File: src/sv/grsb_pkg.sv
// ----------------------------------------------------------------------------
// grsb_pkg: shared types for the group reverse stream buffer
// Item types for the input and result channels and the fixed field widths.
// ----------------------------------------------------------------------------
package grsb_pkg;

    localparam int VALUE_W      = 32;
    localparam int GROUP_SIZE_W = 7;

    localparam logic [GROUP_SIZE_W-1:0] GROUP_SIZE_RESET = 7'd2;

    typedef struct packed {
        logic signed [VALUE_W-1:0] item_value;
        logic                      list_end;
    } in_item_t;

    typedef struct packed {
        logic signed [VALUE_W-1:0] out_value;
        logic                      run_last;
        logic                      out_list_end;
    } out_item_t;

endpackage

File: src/sv/grsb_cmd_queue.sv
// ----------------------------------------------------------------------------
// grsb_cmd_queue: two-entry command queue
// Holds group drain commands between the front and the back.
// ----------------------------------------------------------------------------
module grsb_cmd_queue #(
    parameter int WIDTH = 8
) (
    input  logic             clk,
    input  logic             rst_n,
    input  logic             push,
    input  logic [WIDTH-1:0] push_data,
    input  logic             pop,
    output logic             head_valid,
    output logic [WIDTH-1:0] head_data,
    output logic             full
);

    logic [WIDTH-1:0] entry_reg [2];
    logic             wptr_reg;
    logic             wptr_next;
    logic             rptr_reg;
    logic             rptr_next;
    logic [1:0]       count_reg;
    logic [1:0]       count_next;

    assign head_valid = (count_reg != 2'd0);
    assign full       = (count_reg == 2'd2);
    assign head_data  = entry_reg[rptr_reg];

    always_comb
    begin
        wptr_next  = wptr_reg;
        rptr_next  = rptr_reg;
        count_next = count_reg;
        if (push)
        begin
            wptr_next = ~wptr_reg;
        end
        if (pop)
        begin
            rptr_next = ~rptr_reg;
        end
        if (push && !pop)
        begin
            count_next = count_reg + 2'd1;
        end
        else if (pop && !push)
        begin
            count_next = count_reg - 2'd1;
        end
    end

    always_ff @(posedge clk or negedge rst_n)
    begin
        if (!rst_n)
        begin
            wptr_reg  <= 1'b0;
            rptr_reg  <= 1'b0;
            count_reg <= 2'd0;
        end
        else
        begin
            wptr_reg  <= wptr_next;
            rptr_reg  <= rptr_next;
            count_reg <= count_next;
        end
    end

    always_ff @(posedge clk)
    begin
        if (push)
        begin
            entry_reg[wptr_reg] <= push_data;
        end
    end

    a_no_overflow: assert property (@(posedge clk) disable iff (!rst_n)
        push |-> (!full || pop))
        else $error("command queue pushed while full");

    a_no_underflow: assert property (@(posedge clk) disable iff (!rst_n)
        pop |-> head_valid)
        else $error("command queue popped while empty");

    a_count_step: assert property (@(posedge clk) disable iff (!rst_n)
        (push && !pop) |=> (count_reg == $past(count_reg) + 2'd1))
        else $error("command queue count did not advance on push");

endmodule

File: src/sv/grsb_front.sv
// ----------------------------------------------------------------------------
// grsb_front: item intake and group classification
// Writes each item into the open bank, decides when a group is complete or
// the list ends, and queues a drain command for the back.
// ----------------------------------------------------------------------------
module grsb_front import grsb_pkg::*; #(
    parameter int MAX_GROUP = 64,
    localparam int CNT_W    = $clog2(MAX_GROUP + 1),
    localparam int IDX_W    = $clog2(MAX_GROUP),
    localparam int ADDR_W   = IDX_W + 1,
    localparam int CMD_W    = CNT_W + 3,
    localparam int WR_W     = ADDR_W + 1 + VALUE_W
) (
    input  logic                    clk,
    input  logic                    rst_n,
    input  logic                    cfg_we,
    input  logic [GROUP_SIZE_W-1:0] cfg_wdata,
    input  logic                    item_valid,
    output logic                    item_stall,
    input  in_item_t                item,
    output logic [WR_W-1:0]         mem_wr,
    output logic                    cmd_push,
    output logic [CMD_W-1:0]        cmd_data,
    input  logic                    cmd_full,
    input  logic                    bank_free,
    input  logic                    free_bank
);

    localparam int CMP_W = (CNT_W > GROUP_SIZE_W) ? CNT_W : GROUP_SIZE_W;

    typedef struct packed {
        logic               bank;
        logic [CNT_W-1:0]   count;
        logic               reverse;
        logic               list_end;
    } cmd_t;

    typedef struct packed {
        logic               en;
        logic [ADDR_W-1:0]  addr;
        logic [VALUE_W-1:0] value;
    } wr_t;

    logic [GROUP_SIZE_W-1:0] group_size_reg;
    logic [IDX_W-1:0]        fill_reg;
    logic [IDX_W-1:0]        fill_next;
    logic                    bank_reg;
    logic                    bank_next;
    logic [1:0]              busy_reg;
    logic [1:0]              busy_next;
    logic [CMP_W-1:0]        size_ext;
    logic [CNT_W-1:0]        eff_size;
    logic [CNT_W-1:0]        new_count;
    logic                    accept;
    logic                    full_group;
    logic                    flush;
    cmd_t                    cmd;
    wr_t                     wr;

    // A size above the store depth acts as the depth; zero acts as one.
    always_comb
    begin
        size_ext = CMP_W'(group_size_reg);
        if (size_ext > CMP_W'(MAX_GROUP))
        begin
            eff_size = CNT_W'(MAX_GROUP);
        end
        else if (size_ext == '0)
        begin
            eff_size = CNT_W'(1);
        end
        else
        begin
            eff_size = CNT_W'(size_ext);
        end
    end

    assign item_stall = busy_reg[bank_reg];
    assign accept     = item_valid && !item_stall;
    assign new_count  = CNT_W'(fill_reg) + CNT_W'(1);
    assign full_group = (new_count >= eff_size);
    assign flush      = full_group || item.list_end;

    always_comb
    begin
        wr.en    = accept;
        wr.addr  = {bank_reg, fill_reg};
        wr.value = item.item_value;
        mem_wr   = wr;

        cmd.bank     = bank_reg;
        cmd.count    = new_count;
        cmd.reverse  = full_group;
        cmd.list_end = item.list_end;
        cmd_data     = cmd;
        cmd_push     = accept && flush;

        fill_next = fill_reg;
        bank_next = bank_reg;
        busy_next = busy_reg;
        if (bank_free)
        begin
            busy_next[free_bank] = 1'b0;
        end
        if (accept)
        begin
            if (flush)
            begin
                fill_next           = '0;
                bank_next           = ~bank_reg;
                busy_next[bank_reg] = 1'b1;
            end
            else
            begin
                fill_next = IDX_W'(new_count);
            end
        end
    end

    always_ff @(posedge clk or negedge rst_n)
    begin
        if (!rst_n)
        begin
            group_size_reg <= GROUP_SIZE_RESET;
            fill_reg       <= '0;
            bank_reg       <= 1'b0;
            busy_reg       <= 2'b00;
        end
        else
        begin
            if (cfg_we)
            begin
                group_size_reg <= cfg_wdata;
            end
            fill_reg <= fill_next;
            bank_reg <= bank_next;
            busy_reg <= busy_next;
        end
    end

    a_push_has_room: assert property (@(posedge clk) disable iff (!rst_n)
        cmd_push |-> !cmd_full)
        else $error("drain command issued with the queue full");

    a_free_was_busy: assert property (@(posedge clk) disable iff (!rst_n)
        bank_free |-> busy_reg[free_bank])
        else $error("bank released that was not held");

    a_fill_in_range: assert property (@(posedge clk) disable iff (!rst_n)
        CNT_W'(fill_reg) < CNT_W'(MAX_GROUP))
        else $error("fill count reached the store depth");

endmodule

File: src/sv/grsb_back.sv
// ----------------------------------------------------------------------------
// grsb_back: group store and drain sequencer
// Holds both banks, walks each queued group forward or reversed through the
// registered read port, and buffers results ahead of the output stall.
// ----------------------------------------------------------------------------
module grsb_back import grsb_pkg::*; #(
    parameter int MAX_GROUP = 64,
    localparam int CNT_W    = $clog2(MAX_GROUP + 1),
    localparam int IDX_W    = $clog2(MAX_GROUP),
    localparam int ADDR_W   = IDX_W + 1,
    localparam int CMD_W    = CNT_W + 3,
    localparam int WR_W     = ADDR_W + 1 + VALUE_W
) (
    input  logic             clk,
    input  logic             rst_n,
    input  logic [WR_W-1:0]  mem_wr,
    input  logic             cmd_valid,
    input  logic [CMD_W-1:0] cmd_data,
    output logic             cmd_pop,
    output logic             bank_free,
    output logic             free_bank,
    output logic             result_valid,
    input  logic             result_stall,
    output out_item_t        result
);

    typedef struct packed {
        logic               bank;
        logic [CNT_W-1:0]   count;
        logic               reverse;
        logic               list_end;
    } cmd_t;

    typedef struct packed {
        logic               en;
        logic [ADDR_W-1:0]  addr;
        logic [VALUE_W-1:0] value;
    } wr_t;

    localparam int MEM_DEPTH = 1 << ADDR_W;

    logic [VALUE_W-1:0] mem [MEM_DEPTH];

    wr_t                wr;
    cmd_t               cmd_in;
    cmd_t               cmd_reg;
    logic               active_reg;
    logic [IDX_W-1:0]   pos_reg;
    logic [CNT_W-1:0]   last_pos;
    logic [IDX_W-1:0]   rd_idx;
    logic [ADDR_W-1:0]  rd_addr;
    logic               room;
    logic               issue;
    logic               last_issue;

    logic [VALUE_W-1:0] rd_value_reg;
    logic               rd_valid_reg;
    logic               rd_last_reg;
    logic               rd_end_reg;

    out_item_t          obuf_reg [3];
    logic [1:0]         owptr_reg;
    logic [1:0]         orptr_reg;
    logic [1:0]         ocount_reg;
    logic [1:0]         ocount_next;
    logic               opop;
    out_item_t          rd_item;

    assign wr     = mem_wr;
    assign cmd_in = cmd_data;

    // One result may still be in the read register, so leave room for it.
    assign room       = ({1'b0, ocount_reg} + {2'b00, rd_valid_reg}) < 3'd3;
    assign issue      = active_reg && room;
    assign last_pos   = cmd_reg.count - CNT_W'(1);
    assign last_issue = issue && (CNT_W'(pos_reg) == last_pos);
    assign rd_idx     = cmd_reg.reverse ? IDX_W'(last_pos - CNT_W'(pos_reg)) : pos_reg;
    assign rd_addr    = {cmd_reg.bank, rd_idx};
    assign cmd_pop    = cmd_valid && (!active_reg || last_issue);
    assign bank_free  = last_issue;
    assign free_bank  = cmd_reg.bank;

    always_ff @(posedge clk)
    begin
        if (wr.en)
        begin
            mem[wr.addr] <= wr.value;
        end
        if (issue)
        begin
            rd_value_reg <= mem[rd_addr];
            rd_last_reg  <= last_issue;
            rd_end_reg   <= last_issue && cmd_reg.list_end;
        end
        if (cmd_pop)
        begin
            cmd_reg <= cmd_in;
        end
    end

    always_ff @(posedge clk or negedge rst_n)
    begin
        if (!rst_n)
        begin
            active_reg   <= 1'b0;
            pos_reg      <= '0;
            rd_valid_reg <= 1'b0;
        end
        else
        begin
            rd_valid_reg <= issue;
            if (cmd_pop)
            begin
                active_reg <= 1'b1;
                pos_reg    <= '0;
            end
            else if (last_issue)
            begin
                active_reg <= 1'b0;
            end
            else if (issue)
            begin
                pos_reg <= pos_reg + IDX_W'(1);
            end
        end
    end

    // Three-entry result buffer ahead of the output handshake.
    assign result_valid = (ocount_reg != 2'd0);
    assign result       = obuf_reg[orptr_reg];
    assign opop         = result_valid && !result_stall;

    always_comb
    begin
        rd_item.out_value    = rd_value_reg;
        rd_item.run_last     = rd_last_reg;
        rd_item.out_list_end = rd_end_reg;
        ocount_next          = ocount_reg;
        if (rd_valid_reg && !opop)
        begin
            ocount_next = ocount_reg + 2'd1;
        end
        else if (opop && !rd_valid_reg)
        begin
            ocount_next = ocount_reg - 2'd1;
        end
    end

    always_ff @(posedge clk)
    begin
        if (rd_valid_reg)
        begin
            obuf_reg[owptr_reg] <= rd_item;
        end
    end

    always_ff @(posedge clk or negedge rst_n)
    begin
        if (!rst_n)
        begin
            owptr_reg  <= 2'd0;
            orptr_reg  <= 2'd0;
            ocount_reg <= 2'd0;
        end
        else
        begin
            ocount_reg <= ocount_next;
            if (rd_valid_reg)
            begin
                owptr_reg <= (owptr_reg == 2'd2) ? 2'd0 : owptr_reg + 2'd1;
            end
            if (opop)
            begin
                orptr_reg <= (orptr_reg == 2'd2) ? 2'd0 : orptr_reg + 2'd1;
            end
        end
    end

    a_buffer_no_overflow: assert property (@(posedge clk) disable iff (!rst_n)
        rd_valid_reg |-> (ocount_reg != 2'd3 || opop))
        else $error("result buffer overflow");

    a_issue_only_active: assert property (@(posedge clk) disable iff (!rst_n)
        issue |-> (CNT_W'(pos_reg) < cmd_reg.count))
        else $error("read issued beyond the group");

    a_read_follows_issue: assert property (@(posedge clk) disable iff (!rst_n)
        issue |=> rd_valid_reg)
        else $error("read data missing after issue");

    a_count_in_range: assert property (@(posedge clk) disable iff (!rst_n)
        ocount_reg != 2'd3 || !rd_valid_reg || opop)
        else $error("result buffer count out of range");

endmodule

File: src/sv/group_reverse_stream_buffer.sv
// ----------------------------------------------------------------------------
// group_reverse_stream_buffer: reverses a value stream in groups
// Buffers items until a group of the configured size fills, then emits the
// group reversed; a list that ends early emits its partial group in order.
//
//   channel   handshake            payload      direction
//   item      item_valid/stall     in_item_t    in
//   result    result_valid/stall   out_item_t   out
//   config    cfg_we               cfg_wdata    in
//
// The front takes one item per cycle, unless stalled, into one of two banks
// while the other bank drains, one result per cycle while the output does not
// stall, through the single registered read port. Drain commands pass the
// command queue and command register, results the read register and result
// buffer; items stall only while both banks still hold undrained groups.
// Reset clears control state only; the banks need no clearing pass.
// ----------------------------------------------------------------------------
module group_reverse_stream_buffer import grsb_pkg::*; #(
    parameter int MAX_GROUP = 64
) (
    input  logic                    clk,
    input  logic                    rst_n,
    input  logic                    cfg_we,
    input  logic [GROUP_SIZE_W-1:0] cfg_wdata,
    input  logic                    item_valid,
    output logic                    item_stall,
    input  in_item_t                item,
    output logic                    result_valid,
    input  logic                    result_stall,
    output out_item_t               result
);

    localparam int CNT_W  = $clog2(MAX_GROUP + 1);
    localparam int IDX_W  = $clog2(MAX_GROUP);
    localparam int ADDR_W = IDX_W + 1;
    localparam int CMD_W  = CNT_W + 3;
    localparam int WR_W   = ADDR_W + 1 + VALUE_W;

    logic [WR_W-1:0]  mem_wr;
    logic             cmd_push;
    logic [CMD_W-1:0] cmd_wdata;
    logic             cmd_full;
    logic             cmd_valid;
    logic [CMD_W-1:0] cmd_rdata;
    logic             cmd_pop;
    logic             bank_free;
    logic             free_bank;

    grsb_front #(
        .MAX_GROUP (MAX_GROUP)
    ) u_front (
        .clk        (clk),
        .rst_n      (rst_n),
        .cfg_we     (cfg_we),
        .cfg_wdata  (cfg_wdata),
        .item_valid (item_valid),
        .item_stall (item_stall),
        .item       (item),
        .mem_wr     (mem_wr),
        .cmd_push   (cmd_push),
        .cmd_data   (cmd_wdata),
        .cmd_full   (cmd_full),
        .bank_free  (bank_free),
        .free_bank  (free_bank)
    );

    grsb_cmd_queue #(
        .WIDTH (CMD_W)
    ) u_queue (
        .clk        (clk),
        .rst_n      (rst_n),
        .push       (cmd_push),
        .push_data  (cmd_wdata),
        .pop        (cmd_pop),
        .head_valid (cmd_valid),
        .head_data  (cmd_rdata),
        .full       (cmd_full)
    );

    grsb_back #(
        .MAX_GROUP (MAX_GROUP)
    ) u_back (
        .clk          (clk),
        .rst_n        (rst_n),
        .mem_wr       (mem_wr),
        .cmd_valid    (cmd_valid),
        .cmd_data     (cmd_rdata),
        .cmd_pop      (cmd_pop),
        .bank_free    (bank_free),
        .free_bank    (free_bank),
        .result_valid (result_valid),
        .result_stall (result_stall),
        .result       (result)
    );

endmodule
File: config.mk
export PLATFORM = sky130hd
export DESIGN_NAME = group_reverse_stream_buffer
export DESIGN_NICKNAME = d
export VERILOG_FILES = /design/src/sv/grsb_pkg.sv /design/src/sv/grsb_cmd_queue.sv /design/src/sv/grsb_front.sv /design/src/sv/grsb_back.sv /design/src/sv/group_reverse_stream_buffer.sv
export SDC_FILE = /design/constraint.sdc
export NUM_CORES = 2
export LEC_CHECK = 0
export ABC_AREA = 0
export CORE_ASPECT_RATIO = 1.2
export CORE_UTILIZATION = 40
export DETAILED_ROUTE_END_ITERATION = 8
export DONT_BUFFER_PORTS = 1
export PLACE_DENSITY = 0.59
export SLEW_MARGIN = 10
export SYNTH_ARGS = -nofsm -noshare
export SYNTH_HDL_FRONTEND = slang
export SYNTH_MEMORY_MAX_BITS = 65536
export SYNTH_SLANG_ARGS = --single-unit
File: constraint.sdc
create_clock -name clk -period 10.6 [get_ports clk]
set_input_delay 2.12 -clock clk [delete_from_list [all_inputs] [get_ports clk]]
set_output_delay 2.12 -clock clk [all_outputs]
set_load 0.02 [all_outputs]
* Word level (Yosys, flattened, before mapping)
Memories as Yosys holds them, arrays and structs flattened. A register that Yosys moved wholly into a read port is not among the register bits. Index checks and enable logic that the tools add are counted.
Storage, ports and cells: register bits 36, RAM bits 4218, output and inout bits 36, memories kept 3
Operators by class: add/subtract/negate cells 11, magnitude comparators 7, equality and inequality tests 4, multiplexer cells 30, bitwise operators 6, reductions and logical operators 31
Memories:
- u_back.mem | depth 128, bits a word 32, rd ports 1, clocked after memory_dff 1, write ports 1, RTL line grsb_back.sv:42 | logic [VALUE_W-1:0] mem [MEM_DEPTH];
- u_back.obuf_reg | depth 3, bits a word 34, rd ports 1, clocked after memory_dff 0, write ports 1, RTL line grsb_back.sv:61 | out_item_t obuf_reg [3];
- u_queue.entry_reg | depth 2, bits a word 10, rd ports 1, clocked after memory_dff 1, write ports 1, RTL line grsb_cmd_queue.sv:18 | logic [WIDTH-1:0] entry_reg [2];
Operators by type and width (number):
- two-way mux 6 bit | 5
- two-way mux 2 bit | 9
- two-way mux 7 bit | 2
- logical AND 1 bit | 13
- two-way mux 1 bit | 12
- nonzero test 2 bit | 6
- adder 2 x 1 -> 2 bit, second input constant | 4
- adder 6 x 1 -> 7 bit, second input constant | 1
- equality test 6 x 7 -> 1 bit | 1
- >= comparator 7 bit | 1
- > comparator 7 bit, second input constant | 1
- logical NOT 1 bit | 7
- logical NOT 7 bit | 1
- subtractor 7 x 1 -> 7 bit, second input constant | 1
- adder 6 x 1 -> 6 bit, second input constant | 1
- subtractor 6 bit | 1
- equality test 2 bit, second input constant | 2
- < comparator 1 x 2 -> 1 bit, second input constant | 2
- AND reduction 2 bit | 2
- subtractor 2 x 1 -> 2 bit, second input constant | 2
- adder 2 x 1 -> 3 bit | 1
- < comparator 3 x 2 -> 1 bit, second input constant | 1
- NOT 1 bit | 3
- bitwise AND 2 bit | 1
- other kinds (6) | 9

* Longest topological paths before layout
depth in word-level cells 10, mapped depth 15

* Modules after synthesis
Synthesis repeated with hierarchy kept, for this count alone.
Unflattened totals: cells, all modules 13409, area, all modules 170647.4 µm²
Modules (own cells, without submodules):
- grsb_back | times used 1, cells an instance 13232, area each 168492.8 µm², sequential area each 127732.5 µm²
- grsb_front | times used 1, cells an instance 130, area each 1204.9 µm², sequential area each 401.6 µm²
- grsb_cmd_queue | times used 1, cells an instance 47, area each 949.7 µm², sequential area each 700.7 µm²

* Worst setup path after synthesis
No wires, ideal clock.
path kind reg2reg, from register u_back.ocount_reg[0], to register u_queue.count_reg[1], setup time 0.079 ns, data arrival time 5.375 ns, path slack 5.146 ns, stages on the path, launching flop included 11, buffers on the path 0, clock period less this slack 5.454 ns, cells stage by stage dfrtp_1 ha_1 ha_1 a211oi_1 nand2_1 a21oi_2 inv_1 ha_1 xor2_1 nor2_1 xor2_1
Between the ends: cells in the longest elaborated chain, start to end 9
RTL lines:
- start: declaration | RTL line grsb_back.sv:64 | logic [1:0] ocount_reg;
- start signal: assignment | RTL line grsb_back.sv:167 | ocount_reg <= ocount_next;
- adder 2 x 1 -> 3 bit * | RTL line grsb_back.sv:73 | assign room = ({1'b0, ocount_reg} + {2'b00, rd_valid_reg}) < 3'd3;
- < comparator 3 x 2 -> 1 bit * | RTL line grsb_back.sv:73
- logical AND 1 bit * | RTL line grsb_back.sv:74 | assign issue = active_reg && room;
- via u_back.issue | RTL line grsb_back.sv:53 | logic issue;
- logical AND 1 bit * | RTL line grsb_back.sv:76 | assign last_issue = issue && (CNT_W'(pos_reg) == last_pos);
- logical OR 1 bit * | RTL line grsb_back.sv:79 | assign cmd_pop = cmd_valid && (!active_reg || last_issue);
- logical AND 1 bit * | RTL line grsb_back.sv:79
- via cmd_pop | RTL line group_reverse_stream_buffer.sv:45 | logic cmd_pop;
- logical NOT 1 bit | RTL line grsb_cmd_queue.sv:43 | if (push && !pop)
- logical AND 1 bit | RTL line grsb_cmd_queue.sv:43
- two-way mux 2 bit or nonzero test 2 bit (tied branches)
- end signal: assignment | RTL line grsb_cmd_queue.sv:65 | count_reg <= count_next;
- end: declaration | RTL line grsb_cmd_queue.sv:23 | logic [1:0] count_reg;
The timed path passes the listed nets; every way through them passes the cells marked *. A chain may end at the register's enable or synchronous reset.

* Final worst setup path
from register, netlist name u_back.cmd_reg[2], to register u_back.rd_value_reg[10] (read register of u_back.mem) (data pin)
Between the ends: cells in the longest elaborated chain, start to end 3
RTL lines:
- subtractor 7 x 1 -> 7 bit | RTL line grsb_back.sv:75 | assign last_pos = cmd_reg.count - CNT_W'(1);
- subtractor 6 bit | RTL line grsb_back.sv:77 | assign rd_idx = cmd_reg.reverse ? IDX_W'(last_pos - CNT_W'(pos_reg)) : pos_reg;
- two-way mux 6 bit | RTL line grsb_back.sv:77
- end: declaration | RTL line grsb_back.sv:56 | logic [VALUE_W-1:0] rd_value_reg;
Every way passes these cells.

==> results.tsv <==
metric	value	unit
VDD IR max	279	uV
Synth Warn #	0	
Seq/Total Area, Yosys	0.780	
max reg flops	4096	
H-tree levels	5	
post-route ant nets	0	
main flop type after synthesis	edfxtp_1	
endpoints failing hold	0	
largest fanout on the critical path	49	
worst min path class	reg2reg	
Overflow after GRT	0	
initial antenna violation count	27	
HPWL Detailed	262	mm
iteration count of the initial detailed-routing pass	5	
routed vias/inst	5.86	
top cells by area, synth	edfxtp_1 77%, mux4_2 14%, nand2_1 2.4%	
period utilisation layout	0.574	
CTS tree	built	
arrival time at the worst endpoint	6.75	ns
layout cell share with drive strength beyond 1	0.239	
setup violators final	0	
root buf cell	clkbuf_16	
top cell type's share of synthesized area	0.775	
Syn Nets	7971	
CP Capture Type	register	
count leader, synth	edfxtp_1	
max-slew violations	0	
Worst EP required	11.27	ns
WL final	470	mm
skew final	0.0332	ns
Slew headroom	0.0881	
wire per inst	33.9	um
TNS Setup	0	ns
top post-synthesis cells by count	4262 x edfxtp_1, 1037 x nand2_1, 1024 x mux4_2, 458 x nand3_1, 153 x nor2_1	
Post-CTS Setup Inserts	0	
CTS clk-pin slew, worst paths	0.06	ns
clock tree sinks	4296	
Die Ht	706	um
DRT iter0 DRCs	10520	
post-synthesis average cell area	20.9	sq um
core area	0.411	sq mm
die footprint	0.416	sq mm
Initial Utilization	0.402	
outcome	finished clean	
FP Rows	258	
first-pass GRT wire length	651	mm
Netlist Area Pre-Place	0.165	sq mm
final total power	47300	uW
worst-margin pin slew	1.36	ns
via count	81232	
cts-stage hold buffer count	0	
die width	589	um
Pwr Density	255	mW/mm^2
Clock Tree Buf Depth	4	
residual DRC count	0	
Synth Register Bits	4296	
crit start category	register	
Skew-Pair Late Insertion Delay	1.00	ns
min Tclk post-route	6.08	ns
cts repair resizes	0	
# nets final	8129	
leading area contributor after synthesis	edfxtp_1	
gp weighted congestion	0.841	
Post-synth EDFFs	4262	
max frequency	0.164	GHz
IO Port Bufs	0	
post-synthesis cell type count	54	
max_cap viols	0	
pin count of the biggest net entering global routing	129	
Area growth syn-to-layout	12.3	%
Synth async-reset ratio	0.00791	
I/O pin count	81	
Leak	0.0570	uW
CP Class	reg2reg	
gr usage total	0.223	
RSZ-0062 raised after global routing	no	
CTS buffer count	407	
cells after synthesis	7906	
number of global-route vias before repair	80648	
==> layer usage <==
layer / share of wire / track usage / vias up
met5: 0.00018 / 0 / -
met4: 0.056 / 0.111 / 8
met3: 0.075 / 0.0306 / 699
met2: 0.49 / 0.366 / 3755
met1: 0.38 / 0.293 / 44106
li1: - / - / 32664
==> metrics by stage <==
step                hold WS, ns  utilization  instance area, sq um  setup slack [ns]  std cells
floorplan                 0.440            -                165000              5.15       7906
global route              0.497        0.451                185000              4.63      13860
CTS                       0.480        0.451                185000              4.62      13856
detailed placement        0.462        0.419                172000              4.64      13112
global placement          0.448        0.419                172000              4.64      13108
finish                    0.480        0.451                185000              4.52      13867
==> worst max-delay path: stages, from the launching register on <==
cell and delay, ns:
edfxtp_1 0.44, inv_1 0.08, ha_1 0.28, inv_1 0.06
fa_1 0.50, nand2_1 0.09, o21ai_4 0.15, buf_4 0.52
buf_4 0.71, buf_4 0.69, mux4_2 0.41, nand2_1 0.17
nand3_1 0.37, nand4_1 0.63, a22o_1 0.49, a211oi_2 0.06
==> final cells by class <==
cell class                      count  area (sq um)
Clock buffer                      482         10600
Multi-Input combinational cell   3151         34900
Timing Repair Buffer              189          1750
Sequential cell                  4296        129000
Clock inverter                    262          2480
Inverter                           19          71.3
Fill cell                       34359        226000
Antenna cell                        8          20.0
Tap cell                         5460          6830
==> path summary, 6_finish.rpt <==
check / start / to / slack (ns) / cells after the start
setup / recovery: u_back.cmd_reg[2]$_DFFE_PP_ / u_back.rd_value_reg[10]$_DFFE_PP_ / 4.52 / 15
hold / removal: u_back.rd_last_reg$_DFFE_PP_ / u_back.obuf_reg[2][1]$_DFFE_PP_ / 0.48 / 0
setup reg to reg: u_back.cmd_reg[2]$_DFFE_PP_ / u_back.rd_value_reg[10]$_DFFE_PP_ / 4.52 / 15
hold reg to reg: u_back.rd_last_reg$_DFFE_PP_ / u_back.obuf_reg[2][1]$_DFFE_PP_ / 0.48 / 0
max in group asynchronous: rst_n / u_front.group_size_reg[1]$_DFFE_PN1P_ / 9.59 / 0
min in group asynchronous: rst_n / u_front.group_size_reg[4]$_DFFE_PN0P_ / 0.81 / 0
==> kinds of logic after synthesis <==
| kind of cell | after synthesis | share of synthesized area |
|---|---|---|
| XOR/XNOR | 25 | 0.00141 |
| multiplexers | 1112 | 0.145 |
| AND/OR/NAND/NOR | 1786 | 0.0463 |
| adder cells (fa/ha/maj) | 20 | 0.00156 |
| flip-flops | 4296 | 0.780 |
| AO/OA/AOI/OAI | 208 | 0.00982 |
| buffers and inverters | 459 | 0.0158 |
==> report_power, final <==
part	internal (uW)	total [uW]	switching (uW)	leakage (uW)
sequential	19200	19500	364	0.0387
combinational	4500	13400	8860	0.0119
clock	8060	14500	6400	0.00636
total	31700	47300	15600	0.0570
==> cell usage in the layout, fill, tap and decap left out, types with 5 or more instances in the layout <==
cell type   count
nand2_1      1036
buf_12         20
nand2b_1        7
mux2_2         17
diode_2         8
mux4_2       1024
a31oi_1        29
dfrtp_1        31
mux2i_1        67
xnor2_1        11
nor2b_1         6
bufinv_16      37
xor2_1         13
inv_16          7
nand3_1       456
o21ai_0        48
clkinv_2       80
nand4_1        98
ha_1           19
edfxtp_1     4262
clkinvlp_4     23
inv_1          19
nor2_4        129
a21oi_1         5
a32oi_1        32
a22o_1         32
a211oi_2       30
clkbuf_1       67
buf_4         165
inv_6           9
a21o_1          7
clkbuf_16     411
clkinv_1       94
nor2_1         24
Power figures use the tool's default switching activity.
